**src/sv/drc_pkg.sv**
```systemverilog
// ----------------------------------------------------------------------------
// drc_pkg
// shared types, opcodes and helpers for the diophantine range counter
// ----------------------------------------------------------------------------
package drc_pkg;

    localparam int DW              = 64;  // datapath word
    localparam int IN_W            = 32;  // coefficient port width
    localparam int XYW             = 31;  // range bound width
    localparam int CNTW            = 63;  // count width
    localparam int MW              = 32;  // multiplier operand magnitude width
    localparam int DEF_COEF_WIDTH  = 32;

    typedef logic signed [DW-1:0] word_t;
    typedef logic [4:0] op_t;

    localparam op_t OP_NONE     = 5'd0;
    localparam op_t OP_EG_INIT  = 5'd1;
    localparam op_t OP_EG_DIV   = 5'd2;
    localparam op_t OP_EG_MUL   = 5'd3;
    localparam op_t OP_EG_UPD   = 5'd4;
    localparam op_t OP_MUL_W    = 5'd5;
    localparam op_t OP_FIN_BOTH = 5'd6;
    localparam op_t OP_DIV_AZ   = 5'd7;
    localparam op_t OP_DIV_BZ   = 5'd8;
    localparam op_t OP_DIV_CG   = 5'd9;
    localparam op_t OP_DIV_AG   = 5'd10;
    localparam op_t OP_DIV_BG   = 5'd11;
    localparam op_t OP_MUL_X    = 5'd12;
    localparam op_t OP_NEG_X    = 5'd13;
    localparam op_t OP_DIV_X    = 5'd14;
    localparam op_t OP_MUL_Y    = 5'd15;
    localparam op_t OP_DIV_Y    = 5'd16;
    localparam op_t OP_DIV_T1L  = 5'd17;
    localparam op_t OP_DIV_T1H  = 5'd18;
    localparam op_t OP_DIV_T2L  = 5'd19;
    localparam op_t OP_DIV_T2H  = 5'd20;
    localparam op_t OP_FIN_GEN  = 5'd21;
    localparam op_t OP_ZERO     = 5'd22;

    typedef struct packed {
        op_t  op;
        logic load;
        logic div_start;
        logic push;
    } cmd_t;

    typedef struct packed {
        logic a_zero;
        logic b_zero;
        logic r1_zero;
        logic div_done;
        logic rem_zero;
    } sts_t;

    function automatic word_t width_of(input word_t lo, input word_t hi);
        word_t w;
        begin
            w = '0;
            if (lo <= hi)
            begin
                w = hi - lo + word_t'(1);
            end
            return w;
        end
    endfunction

    function automatic word_t abs_w(input word_t v);
        return (v < 0) ? -v : v;
    endfunction

endpackage

```
**src/sv/drc_ctrl.sv**
```systemverilog
// ----------------------------------------------------------------------------
// drc_ctrl
// sequencer: steps the datapath through euclid, reduction and range bounds
// ----------------------------------------------------------------------------
module drc_ctrl
    import drc_pkg::*;
(
    input  logic clk,
    input  logic rst_n,
    input  logic in_valid,
    output logic in_stall,
    output logic out_valid,
    input  logic out_stall,
    output cmd_t cmd,
    input  sts_t sts
);

    localparam logic [4:0] S_IDLE     = 5'd0;
    localparam logic [4:0] S_DISPATCH = 5'd1;
    localparam logic [4:0] S_EG_INIT  = 5'd2;
    localparam logic [4:0] S_EG_CHK   = 5'd3;
    localparam logic [4:0] S_EG_DIV   = 5'd4;
    localparam logic [4:0] S_EG_MUL   = 5'd5;
    localparam logic [4:0] S_EG_UPD   = 5'd6;
    localparam logic [4:0] S_MUL_W    = 5'd7;
    localparam logic [4:0] S_FIN_BOTH = 5'd8;
    localparam logic [4:0] S_DIV_AZ   = 5'd9;
    localparam logic [4:0] S_DIV_BZ   = 5'd10;
    localparam logic [4:0] S_DIV_CG   = 5'd11;
    localparam logic [4:0] S_DIV_AG   = 5'd12;
    localparam logic [4:0] S_DIV_BG   = 5'd13;
    localparam logic [4:0] S_MUL_X    = 5'd14;
    localparam logic [4:0] S_NEG_X    = 5'd15;
    localparam logic [4:0] S_DIV_X    = 5'd16;
    localparam logic [4:0] S_MUL_Y    = 5'd17;
    localparam logic [4:0] S_DIV_Y    = 5'd18;
    localparam logic [4:0] S_T1L      = 5'd19;
    localparam logic [4:0] S_T1H      = 5'd20;
    localparam logic [4:0] S_T2L      = 5'd21;
    localparam logic [4:0] S_T2H      = 5'd22;
    localparam logic [4:0] S_FIN_GEN  = 5'd23;
    localparam logic [4:0] S_ZERO     = 5'd24;
    localparam logic [4:0] S_OUT      = 5'd25;

    logic [4:0] state_reg, state_next;
    logic       started_reg, started_next;
    logic       out_valid_reg, out_valid_next;
    logic       is_div;

    always_comb
    begin
        cmd            = '0;
        cmd.op         = OP_NONE;
        state_next     = state_reg;
        is_div         = 1'b0;
        case (state_reg)
            S_IDLE:
            begin
                cmd.load = in_valid;
                if (in_valid)
                begin
                    state_next = S_DISPATCH;
                end
            end
            S_DISPATCH:
            begin
                if (sts.a_zero && sts.b_zero)
                begin
                    state_next = S_MUL_W;
                end
                else if (sts.a_zero)
                begin
                    state_next = S_DIV_AZ;
                end
                else if (sts.b_zero)
                begin
                    state_next = S_DIV_BZ;
                end
                else
                begin
                    state_next = S_EG_INIT;
                end
            end
            S_EG_INIT:
            begin
                cmd.op = OP_EG_INIT;
                state_next = S_EG_CHK;
            end
            S_EG_CHK:
            begin
                state_next = sts.r1_zero ? S_DIV_CG : S_EG_DIV;
            end
            S_EG_DIV:
            begin
                cmd.op = OP_EG_DIV;
                is_div = 1'b1;
                if (sts.div_done)
                begin
                    state_next = S_EG_MUL;
                end
            end
            S_EG_MUL:
            begin
                cmd.op = OP_EG_MUL;
                state_next = S_EG_UPD;
            end
            S_EG_UPD:
            begin
                cmd.op = OP_EG_UPD;
                state_next = S_EG_CHK;
            end
            S_MUL_W:
            begin
                cmd.op = OP_MUL_W;
                state_next = S_FIN_BOTH;
            end
            S_FIN_BOTH:
            begin
                cmd.op = OP_FIN_BOTH;
                state_next = S_OUT;
            end
            S_DIV_AZ:
            begin
                cmd.op = OP_DIV_AZ;
                is_div = 1'b1;
                if (sts.div_done)
                begin
                    state_next = S_OUT;
                end
            end
            S_DIV_BZ:
            begin
                cmd.op = OP_DIV_BZ;
                is_div = 1'b1;
                if (sts.div_done)
                begin
                    state_next = S_OUT;
                end
            end
            S_DIV_CG:
            begin
                cmd.op = OP_DIV_CG;
                is_div = 1'b1;
                if (sts.div_done)
                begin
                    // gcd must divide c
                    state_next = sts.rem_zero ? S_DIV_AG : S_ZERO;
                end
            end
            S_DIV_AG:
            begin
                cmd.op = OP_DIV_AG;
                is_div = 1'b1;
                if (sts.div_done)
                begin
                    state_next = S_DIV_BG;
                end
            end
            S_DIV_BG:
            begin
                cmd.op = OP_DIV_BG;
                is_div = 1'b1;
                if (sts.div_done)
                begin
                    state_next = S_MUL_X;
                end
            end
            S_MUL_X:
            begin
                cmd.op = OP_MUL_X;
                state_next = S_NEG_X;
            end
            S_NEG_X:
            begin
                cmd.op = OP_NEG_X;
                state_next = S_DIV_X;
            end
            S_DIV_X:
            begin
                cmd.op = OP_DIV_X;
                is_div = 1'b1;
                if (sts.div_done)
                begin
                    state_next = S_MUL_Y;
                end
            end
            S_MUL_Y:
            begin
                cmd.op = OP_MUL_Y;
                state_next = S_DIV_Y;
            end
            S_DIV_Y:
            begin
                cmd.op = OP_DIV_Y;
                is_div = 1'b1;
                if (sts.div_done)
                begin
                    state_next = S_T1L;
                end
            end
            S_T1L:
            begin
                cmd.op = OP_DIV_T1L;
                is_div = 1'b1;
                if (sts.div_done)
                begin
                    state_next = S_T1H;
                end
            end
            S_T1H:
            begin
                cmd.op = OP_DIV_T1H;
                is_div = 1'b1;
                if (sts.div_done)
                begin
                    state_next = S_T2L;
                end
            end
            S_T2L:
            begin
                cmd.op = OP_DIV_T2L;
                is_div = 1'b1;
                if (sts.div_done)
                begin
                    state_next = S_T2H;
                end
            end
            S_T2H:
            begin
                cmd.op = OP_DIV_T2H;
                is_div = 1'b1;
                if (sts.div_done)
                begin
                    state_next = S_FIN_GEN;
                end
            end
            S_FIN_GEN:
            begin
                cmd.op = OP_FIN_GEN;
                state_next = S_OUT;
            end
            S_ZERO:
            begin
                cmd.op = OP_ZERO;
                state_next = S_OUT;
            end
            S_OUT:
            begin
                if (!out_valid_reg || !out_stall)
                begin
                    cmd.push = 1'b1;
                    state_next = S_IDLE;
                end
            end
            default:
            begin
                state_next = S_IDLE;
            end
        endcase
        // one start pulse per divide state, cleared when the result lands
        cmd.div_start = is_div && !started_reg;
        started_next  = is_div && !sts.div_done;
        out_valid_next = cmd.push | (out_valid_reg & out_stall);
    end

    always_ff @(posedge clk or negedge rst_n)
    begin
        if (!rst_n)
        begin
            state_reg     <= S_IDLE;
            started_reg   <= 1'b0;
            out_valid_reg <= 1'b0;
        end
        else
        begin
            state_reg     <= state_next;
            started_reg   <= started_next;
            out_valid_reg <= out_valid_next;
        end
    end

    assign in_stall  = (state_reg != S_IDLE);
    assign out_valid = out_valid_reg;

endmodule

```
**config.mk**
```make
export PLATFORM = sky130hd
export DESIGN_NAME = drc_ctrl
export DESIGN_NICKNAME = d
export VERILOG_FILES = /design/src/sv/drc_pkg.sv /design/src/sv/drc_ctrl.sv
export SDC_FILE = /design/constraint.sdc
export NUM_CORES = 1
export LEC_CHECK = 0
export BUFFER_PORTS_ARGS = -buffer_cell sky130_fd_sc_hd__buf_2
export CAP_MARGIN = 30
export CORE_MARGIN = 2
export CORE_UTILIZATION = 40
export DETAILED_ROUTE_END_ITERATION = 6
export PLACE_DENSITY = 0.75
export SLEW_MARGIN = 10
export SYNTH_ARGS = -nofsm -noshare
export SYNTH_HDL_FRONTEND = slang
export SYNTH_SLANG_ARGS = --single-unit
```
**constraint.sdc**
```tcl
create_clock -name clk -period 2 [get_ports clk]
set_input_delay 0.3 -clock clk [delete_from_list [all_inputs] [get_ports clk]]
set_output_delay 0.3 -clock clk [all_outputs]
set_load 0.01 [all_outputs]
```
==> results.sh, run 1 <==
export IMPL_status="completed"
export IMPL_wl_per_cell_um=12.78
export IMPL_ys_top_cells_by_area="dfrtp_1 23%, nand2_1 6.8%, a21oi_1 5.8%"
export IMPL_cts_buffers=3
export IMPL_reg2reg_slack_ps=50
export IMPL_drive_gt1_frac=0.3053
export IMPL_worst_slew_pin_slew_ps=393.8
export IMPL_synth_cells=108
export IMPL_fin_crit_sh=0.9951
export IMPL_syn_to_final_growth_pct=25.28
export IMPL_setup_ws_ps=9.724
export IMPL_place_congestion=0.9188
export IMPL_final_setup_viol_count=0
export IMPL_die_area_um2=2297
export IMPL_avgSynthCellArea_um2=7.148
export IMPL_synthTopCellsByCount="14 x nand2_1, 10 x nor2_1, 9 x a21oi_1"
export IMPL_max_freq_mhz=502.4
export IMPL_netlist_area_leader_share=0.2269
export IMPL_synth_seq_cells=7
export IMPL_slew_violations=0
export IMPL_p_seq_frac=0.172
export IMPL_swShare=0.5018
export IMPL_dpl_cell_area_um2=900.9
export IMPL_vias=898
export IMPL_synth_top_cell_by_area="dfrtp_1"
export IMPL_crit_fanout=6
export IMPL_initial_core_util=0.4376
export IMPL_core_region_area_um2=1764
export IMPL_cts_sinks=7
export IMPL_largest_reg_flops=5
export IMPL_crit_arrival_ps=1690
export IMPL_fin_area_um2=967.2
export IMPL_synthFlopType="dfrtp_1"
export IMPL_die_y_um=47.93
export IMPL_dr_pass1_iters=5
export IMPL_grt_use_total=0.1985
export IMPL_critPathRequiredTime_ps=1700
export IMPL_synth_edf_count=0
export IMPL_clk_pin_slew_worst_paths_ps=50
export IMPL_clock_root_buffer="clkbuf_4"
export IMPL_comb_power_share=0.757
export IMPL_grt_ovfl_total=0
export IMPL_numPortBuffers=18
export IMPL_tritoncts="done"
export IMPL_synth_async_reset_ratio=1.000
export IMPL_power_internal_mw=0.8980
export IMPL_period_minus_slack_ps=1990
export IMPL_synth_nets=119
export IMPL_num_rows=15
export IMPL_p_leak_nw=0.4564
export IMPL_grt_pass1_wl_um=3153
export IMPL_crit_type="reg2out"
export IMPL_grt_max_degree=18
export IMPL_postRouteAntennaNets=0
export IMPL_worst_setup_path_end_kind="output pin"
export IMPL_dp_slack_ps=143.3
export IMPL_wl_um=1994
export IMPL_dp_final_hpwl_um=1460
export IMPL_remaining_drc_errors=0
export IMPL_synth_seq_area_share=0.2269
export IMPL_drv_cap=0
export IMPL_power_frac_clock=0.071
export IMPL_p_sw_mw=0.9047
export IMPL_clock_latency_ps=260
export IMPL_synth_area_um2=772.0
export IMPL_die_w_um=47.93
export IMPL_grt_pass1_vias=776
export IMPL_hold_path_class="in2reg"
export IMPL_ys_warn_count=0
export IMPL_n_antenna_cell=0
export IMPL_clockBufferDepth=2
export IMPL_ios=19
export IMPL_h_tree_depth=1
export IMPL_finClkSkew_ps=8.176
export IMPL_irDropWorstVdd_uv=717.6
export IMPL_worstSetupStartpointType="register"
export IMPL_yosysMostFrequentCell="nand2_1"
export IMPL_power_density_nw_per_um2=1864
export IMPL_antenna_found_initial=0
export IMPL_hold_viol_final=0
export IMPL_drt_iter0_markers=22
export IMPL_vias_per_cell=5.756
export IMPL_rsz0062_at_grt="true"
export IMPL_slew_headroom=0.7371
export IMPL_min_path_cells=2
export IMPL_synth_cell_type_count=40
export IMPL_r2r_cells=6
export IMPL_nets=143
stage by stage:
| stage | hold slack (ps) | instances | util | TNS (ps) | power (mW) |
|---|---|---|---|---|---|
| after global placement | 133.1 | 149 | 0.5106 | 0 | 1.562 |
| after detailed placement | 136.4 | 149 | 0.5106 | 0 | 1.567 |
| final | 257.5 | 156 | 0.5482 | 0 | 1.803 |
| after floorplan | 4.409 | 108 | - | 0 | 1.222 |
| after CTS | 249.7 | 155 | 0.5418 | 0 | 1.761 |
| after global routing | 255.8 | 156 | 0.5482 | -55.84 | 1.976 |
power by group through the flow:
| stage | Clock (mW) | Sequential [mW] | Combinational, mW |
|---|---|---|---|
| finish | 0.128 | 0.311 | 1.36 |
| global route | 0.143 | 0.318 | 1.52 |
| CTS | 0.132 | 0.301 | 1.33 |
| detailed placement | 0 | 0.301 | 1.27 |
| global placement | 0 | 0.297 | 1.27 |
| floorplan | 0 | 0.259 | 0.963 |
placed cells by master, fill, tap and decap left out, types with 3 or more instances in the layout:
cell type,n
a31oi_1,6
nand2_1,14
and3_1,3
clkbuf_4,3
nor2_1,8
buf_4,8
o21ai_0,8
buf_2,18
a21oi_1,9
dfrtp_1,6
nor3_1,4
inv_1,5
nand3_1,3
cell type report:
| class | instances | area, um^2 |
|---|---|---|
| Fill cell | 180 | 797.0 |
| Multi-Input combinational cell | 86 | 539.3 |
| Sequential cell | 7 | 176.4 |
| Timing Repair Buffer | 28 | 171.4 |
| Tap cell | 25 | 31.28 |
| Clock buffer | 4 | 26.28 |
| Inverter | 6 | 22.52 |
repair_timing:
item	CTS	global route
buffers inserted	1	1
hold buffers	1	0
resized for setup	3	2
pin swaps	1	2
endpoints found under the hold margin	7	0
endpoints found under the setup margin	1	3
critical path: stages, from the launching register on:
cell and delay [ps]:
dfrtp_2 450, xor2_1 170, and3_1 180, or3_4 350
nor2_4 110, nor2_1 50, buf_2 130
layer usage:
| layer | GRT usage | wire length [um] | share of wire |
|---|---|---|---|
| met1 | 0.2364 | 825 | 0.41 |
| met2 | 0.3173 | 965 | 0.48 |
| met3 | 0.06415 | 129 | 0.065 |
| met4 | 0.1027 | 74 | 0.037 |
| met5 | 0 | 0 | 0 |
path summary, 6_finish.rpt:
check	from	to
min in group asynchronous	rst_n	state_reg[2]$_DFFE_PN0P_
setup / recovery	state_reg[4]$_DFFE_PN0P_	cmd[1]
setup reg to reg	state_reg[4]$_DFFE_PN0P_	state_reg[0]$_DFFE_PN0P_
max in group asynchronous	rst_n	state_reg[4]$_DFFE_PN0P_
hold reg to reg	out_valid$_DFF_PN0_	out_valid$_DFF_PN0_
hold / removal	sts[1]	started_reg$_DFF_PN0_
kinds of logic (layout without fill, tap and decap cells):
logic type / count (synthesis) / count (layout) / share of synthesized area
compound gates: 36 / 36 / 0.3209
xor+xnor: 1 / 1 / 0.01135
fa+ha+maj: 2 / 2 / 0.03241
buf+inv: 15 / 38 / 0.08750
flops: 7 / 7 / 0.2269
mux: 3 / 3 / 0.04214
simple gates: 44 / 44 / 0.2788
Note: power is estimated with default switching activity, not from simulation.
==> run 2, diff against run 1 <==
==> constraint.sdc (replaced) <==
create_clock -name clk -period 2 [get_ports clk]
set_input_delay 0.3 -clock clk [delete_from_list [all_inputs] [get_ports clk]]
set_output_delay 0.3 -clock clk [all_outputs]
set_load 0.05 [all_outputs]
==> results.sh, run 2 (synthesized netlist as in run 1, its figures left out) <==
export IMPL_clk_pin_slew_worst_paths_ps=60
export IMPL_h_tree_depth=1
export IMPL_status="finished with violations"
export IMPL_hp_start="sts[1]"
export IMPL_crit_chain="xor2_1 > and3_1 > or3_4 > nor2_4 > nor2_2 > buf_6"
export IMPL_slew_headroom=0.7556
export IMPL_syn_to_final_growth_pct=35.01
export IMPL_vias=897
export IMPL_dp_final_hpwl_um=1592
export IMPL_nets=147
export IMPL_hold_path_class="in2reg"
export IMPL_postRouteAntennaNets=0
export IMPL_vias_per_cell=5.606
export IMPL_n_antenna_cell=0
export IMPL_remaining_drc_errors=0
export IMPL_mostFrequentLayoutCell="buf_2"
export IMPL_reg2reg_slack_ps=70
export IMPL_numPortBuffers=18
export IMPL_slew_violations=0
export IMPL_cts_sinks=7
export IMPL_r2r_cells=6
export IMPL_grt_ovfl_total=0
export IMPL_dp_slack_ps=161.2
export IMPL_rsz0062_at_grt="true"
export IMPL_ios=19
export IMPL_grt_pass1_wl_um=3187
export IMPL_grt_max_degree=17
export IMPL_fin_crit_sh=1.007
export IMPL_reg2reg_from="state_reg[3]$_DFFE_PN0P_"
export IMPL_crit_fanout=4
export IMPL_largest_reg_flops=5
export IMPL_setup_ws_ps=-13.79
export IMPL_worst_setup_path_end_kind="output pin"
export IMPL_die_y_um=47.93
export IMPL_crit_type="reg2out"
export IMPL_dr_pass1_iters=4
export IMPL_initial_core_util=0.4376
export IMPL_rr_endpoint="state_reg[2]$_DFFE_PN0P_"
export IMPL_drive_gt1_frac=0.3778
export IMPL_cp_slowest_cell="dfrtp_1"
export IMPL_max_freq_mhz=496.6
export IMPL_worst_slew_pin_slew_ps=366.0
export IMPL_num_rows=15
export IMPL_critPathRequiredTime_ps=1700
export IMPL_grt_use_total=0.1928
export IMPL_finClkSkew_ps=7.491
export IMPL_final_cell_mix="17 x buf_2, 14 x nand2_1, 11 x buf_4"
export IMPL_drv_cap=0
export IMPL_wl_per_cell_um=13.02
export IMPL_clockBufferDepth=2
export IMPL_worstSetupEndpoint="cmd[1]"
export IMPL_final_setup_viol_count=1
export IMPL_clock_latency_ps=250
export IMPL_period_minus_slack_ps=2014
export IMPL_drt_iter0_markers=22
export IMPL_crit_arrival_ps=1710
export IMPL_hold_viol_final=0
export IMPL_tritoncts="done"
export IMPL_crit_path_start="state_reg[3]$_DFFE_PN0P_"
export IMPL_die_w_um=47.93
export IMPL_place_congestion=0.8311
export IMPL_grt_pass1_vias=748
export IMPL_cts_buffers=3
export IMPL_die_area_um2=2297
export IMPL_antenna_found_initial=0
export IMPL_clock_root_buffer="clkbuf_4"
export IMPL_violations="setup timing"
export IMPL_worstSetupStartpointType="register"
export IMPL_crit_path_max_incr_delay_ps=420
export IMPL_wl_um=2083
export IMPL_core_region_area_um2=1764
==> run 2: critical path, delay by kind of cell (launching register included) <==
kind / cells / cell delay [ps]
xor+xnor: 1 / 170
buf+inv: 1 / 140
flops: 1 / 420
simple gates: 4 / 730
==> run 2: layer usage <==
layer,part of all wire,global-route usage,wire length [um]
met5,0,0,0
met4,0.0038,0.01622,8
met3,0.048,0.01132,99
met2,0.53,0.3653,1096
met1,0.42,0.2466,879
==> run 2: worst min-delay path by stage <==
stage	end	cells after the start	slack (ps)
finish	started_reg$_DFF_PN0_	2	260
global route	started_reg$_DFF_PN0_	2	250
CTS	started_reg$_DFF_PN0_	2	250
detailed placement	out_valid$_DFF_PN0_	1	140
global placement	out_valid$_DFF_PN0_	1	130
floorplan	out_valid$_DFF_PN0_	0	4
==> run 2: timing repair <==
item	4_1_cts	5_1_grt
hold endpoints to repair	7	0
setup endpoints to repair	1	8
setup buffers	1	1
hold buffers	1	0
gates resized for setup	4	6
cloned	0	0
pin swaps	2	5
==> run 2: area by class of cell <==
class | instances | area, um^2
well taps | 25 | 31.28
clock buffers | 4 | 26.28
fillers | 177 | 721.9
flip-flops and latches | 7 | 177.7
multi-input cells | 86 | 564.3
inverters | 6 | 22.52
repair buffers | 32 | 220.2
==> run 2: metrics by stage <==
step,hold WS (ps),area [um^2],TNS [ps],utilization,instances
finish,257.2,1042,-13.79,0.5908,160
CTS,253.1,1021,0,0.5787,159
global route,253.8,1042,-57.01,0.5908,160
detailed placement,136.2,963.4,0,0.5461,153
global placement,132.4,963.4,0,0.5461,153
floorplan,4.409,792.0,-0.3703,-,108
Power of run 2 is left out: the tool's default activity adds up to more than one toggle a clock period on the data nets, which glitch-free logic cannot reach.
==> run 3, diff against run 2 <==
Settings changed: CORE_ASPECT_RATIO set to 0.7.
==> results.sh, run 3 (synthesized netlist as in run 1, its figures left out) <==
export IMPL_crit_arrival_ps=1720
export IMPL_final_cell_mix="16 x buf_2, 14 x nand2_1, 14 x buf_4"
export IMPL_hold_viol_final=0
export IMPL_drive_gt1_frac=0.3897
export IMPL_n_antenna_cell=0
export IMPL_worst_setup_path_end_kind="output pin"
export IMPL_postRouteAntennaNets=0
export IMPL_setup_ws_ps=-16.26
export IMPL_slew_violations=0
export IMPL_largest_reg_flops=5
export IMPL_top_layer_used="met3"
export IMPL_h_tree_depth=1
export IMPL_critPathBufInv=1
export IMPL_period_minus_slack_ps=2016
export IMPL_crit_path_max_incr_delay_ps=440
export IMPL_hold_slack_ps=273.3
export IMPL_grt_pass1_vias=786
export IMPL_violations="setup timing"
export IMPL_initial_core_util=0.4200
export IMPL_dr_pass1_iters=4
export IMPL_mostFrequentLayoutCell="buf_2"
export IMPL_antenna_found_initial=0
export IMPL_syn_to_final_growth_pct=34.20
export IMPL_place_congestion=0.8626
export IMPL_clock_latency_ps=250
export IMPL_crit_fanout=7
export IMPL_die_area_um2=2303
export IMPL_worst_slew_pin_slew_ps=412.9
export IMPL_nets=148
export IMPL_wl_per_cell_um=13.15
export IMPL_cp_slowest_cell="dfrtp_2"
export IMPL_wl_um=2077
export IMPL_final_setup_viol_count=1
export IMPL_die_w_um=56.51
export IMPL_fin_crit_sh=1.008
export IMPL_core_region_area_um2=1838
export IMPL_num_rows=13
export IMPL_crit_type="reg2out"
export IMPL_drt_iter0_markers=39
export IMPL_critPathRequiredTime_ps=1700
export IMPL_final_core_util=0.5636
export IMPL_vias=912
export IMPL_grt_ovfl_total=0
export IMPL_clock_root_buffer="clkbuf_4"
export IMPL_cts_buffers=3
export IMPL_die_y_um=40.76
export IMPL_max_freq_mhz=496.0
export IMPL_crit_chain="xor2_1 > and3_1 > or3_4 > nor2_4 > nor2_2 > buf_6"
export IMPL_numPortBuffers=18
export IMPL_remaining_drc_errors=0
export IMPL_tritoncts="done"
export IMPL_rsz0062_at_grt="true"
export IMPL_wl_met1_um=1019
export IMPL_hold_path_class="in2reg"
export IMPL_slew_headroom=0.7243
export IMPL_finClkSkew_ps=9.976
export IMPL_dr_wl_met3_um=112
export IMPL_worstSetupStartpointType="register"
export IMPL_cpLargestDelayFamily="simple AND/OR/NAND/NOR gates"
export IMPL_drv_cap=0
export IMPL_clk_pin_slew_worst_paths_ps=60
export IMPL_grt_use_total=0.2026
export IMPL_dp_final_hpwl_um=1555
export IMPL_cts_sinks=7
export IMPL_wl_met2_um=945
export IMPL_ios=19
export IMPL_status="finished with violations"
export IMPL_vias_per_cell=5.772
export IMPL_grt_pass1_wl_um=3539
export IMPL_grt_max_degree=21
export IMPL_clockBufferDepth=2
run 3: final timing paths:
kind	from	end	slack [ps]	cells past startpoint
max	state_reg[3]$_DFFE_PN0P_	cmd[1]	-20	6
min	sts[1]	started_reg$_DFF_PN0_	270	2
max reg2reg	state_reg[3]$_DFFE_PN0P_	state_reg[0]$_DFFE_PN0P_	70	6
min reg2reg	out_valid$_DFF_PN0_	out_valid$_DFF_PN0_	550	2
max in group asynchronous	rst_n	state_reg[0]$_DFFE_PN0P_	1400	2
min in group asynchronous	rst_n	out_valid$_DFF_PN0_	410	2
run 3: stage by stage:
step	setup TNS (ps)	setup slack [ps]	cell area (um^2)	cells
6_report	-16.26	-16.26	1036	158
5_1_grt	-132.6	-84.72	1036	158
4_1_cts	-26.18	-26.18	1016	157
3_5_place_dp	0	115.2	947.2	150
3_3_place_gp	0	155.7	947.2	150
2_1_floorplan	-0.3703	-0.3703	792.0	108
run 3: layout make-up:
type / count / area [um^2]
clock buffer: 4 / 26.28
sequential: 7 / 177.7
multi-input combinational: 86 / 568.0
timing repair buffer: 33 / 214.0
tap: 22 / 27.53
inverter: 6 / 22.52
fill: 171 / 802.0
run 3: what timing repair did:
action | 4_1_cts | 5_1_grt
endpoints found under the setup margin | 1 | 9
hold buffers | 1 | 0
hold endpoints to repair | 7 | 0
resized for setup | 6 | 5
pin swaps | 4 | 4
setup buffers | 2 | 1
run 3: layer usage:
layer	vias up	GRT usage
li1	451	-
met1	433	0.2768
met2	28	0.3285
met3	0	0.05678
met4	0	0.03571
met5	-	0
Power of run 3 is left out for the same reason.
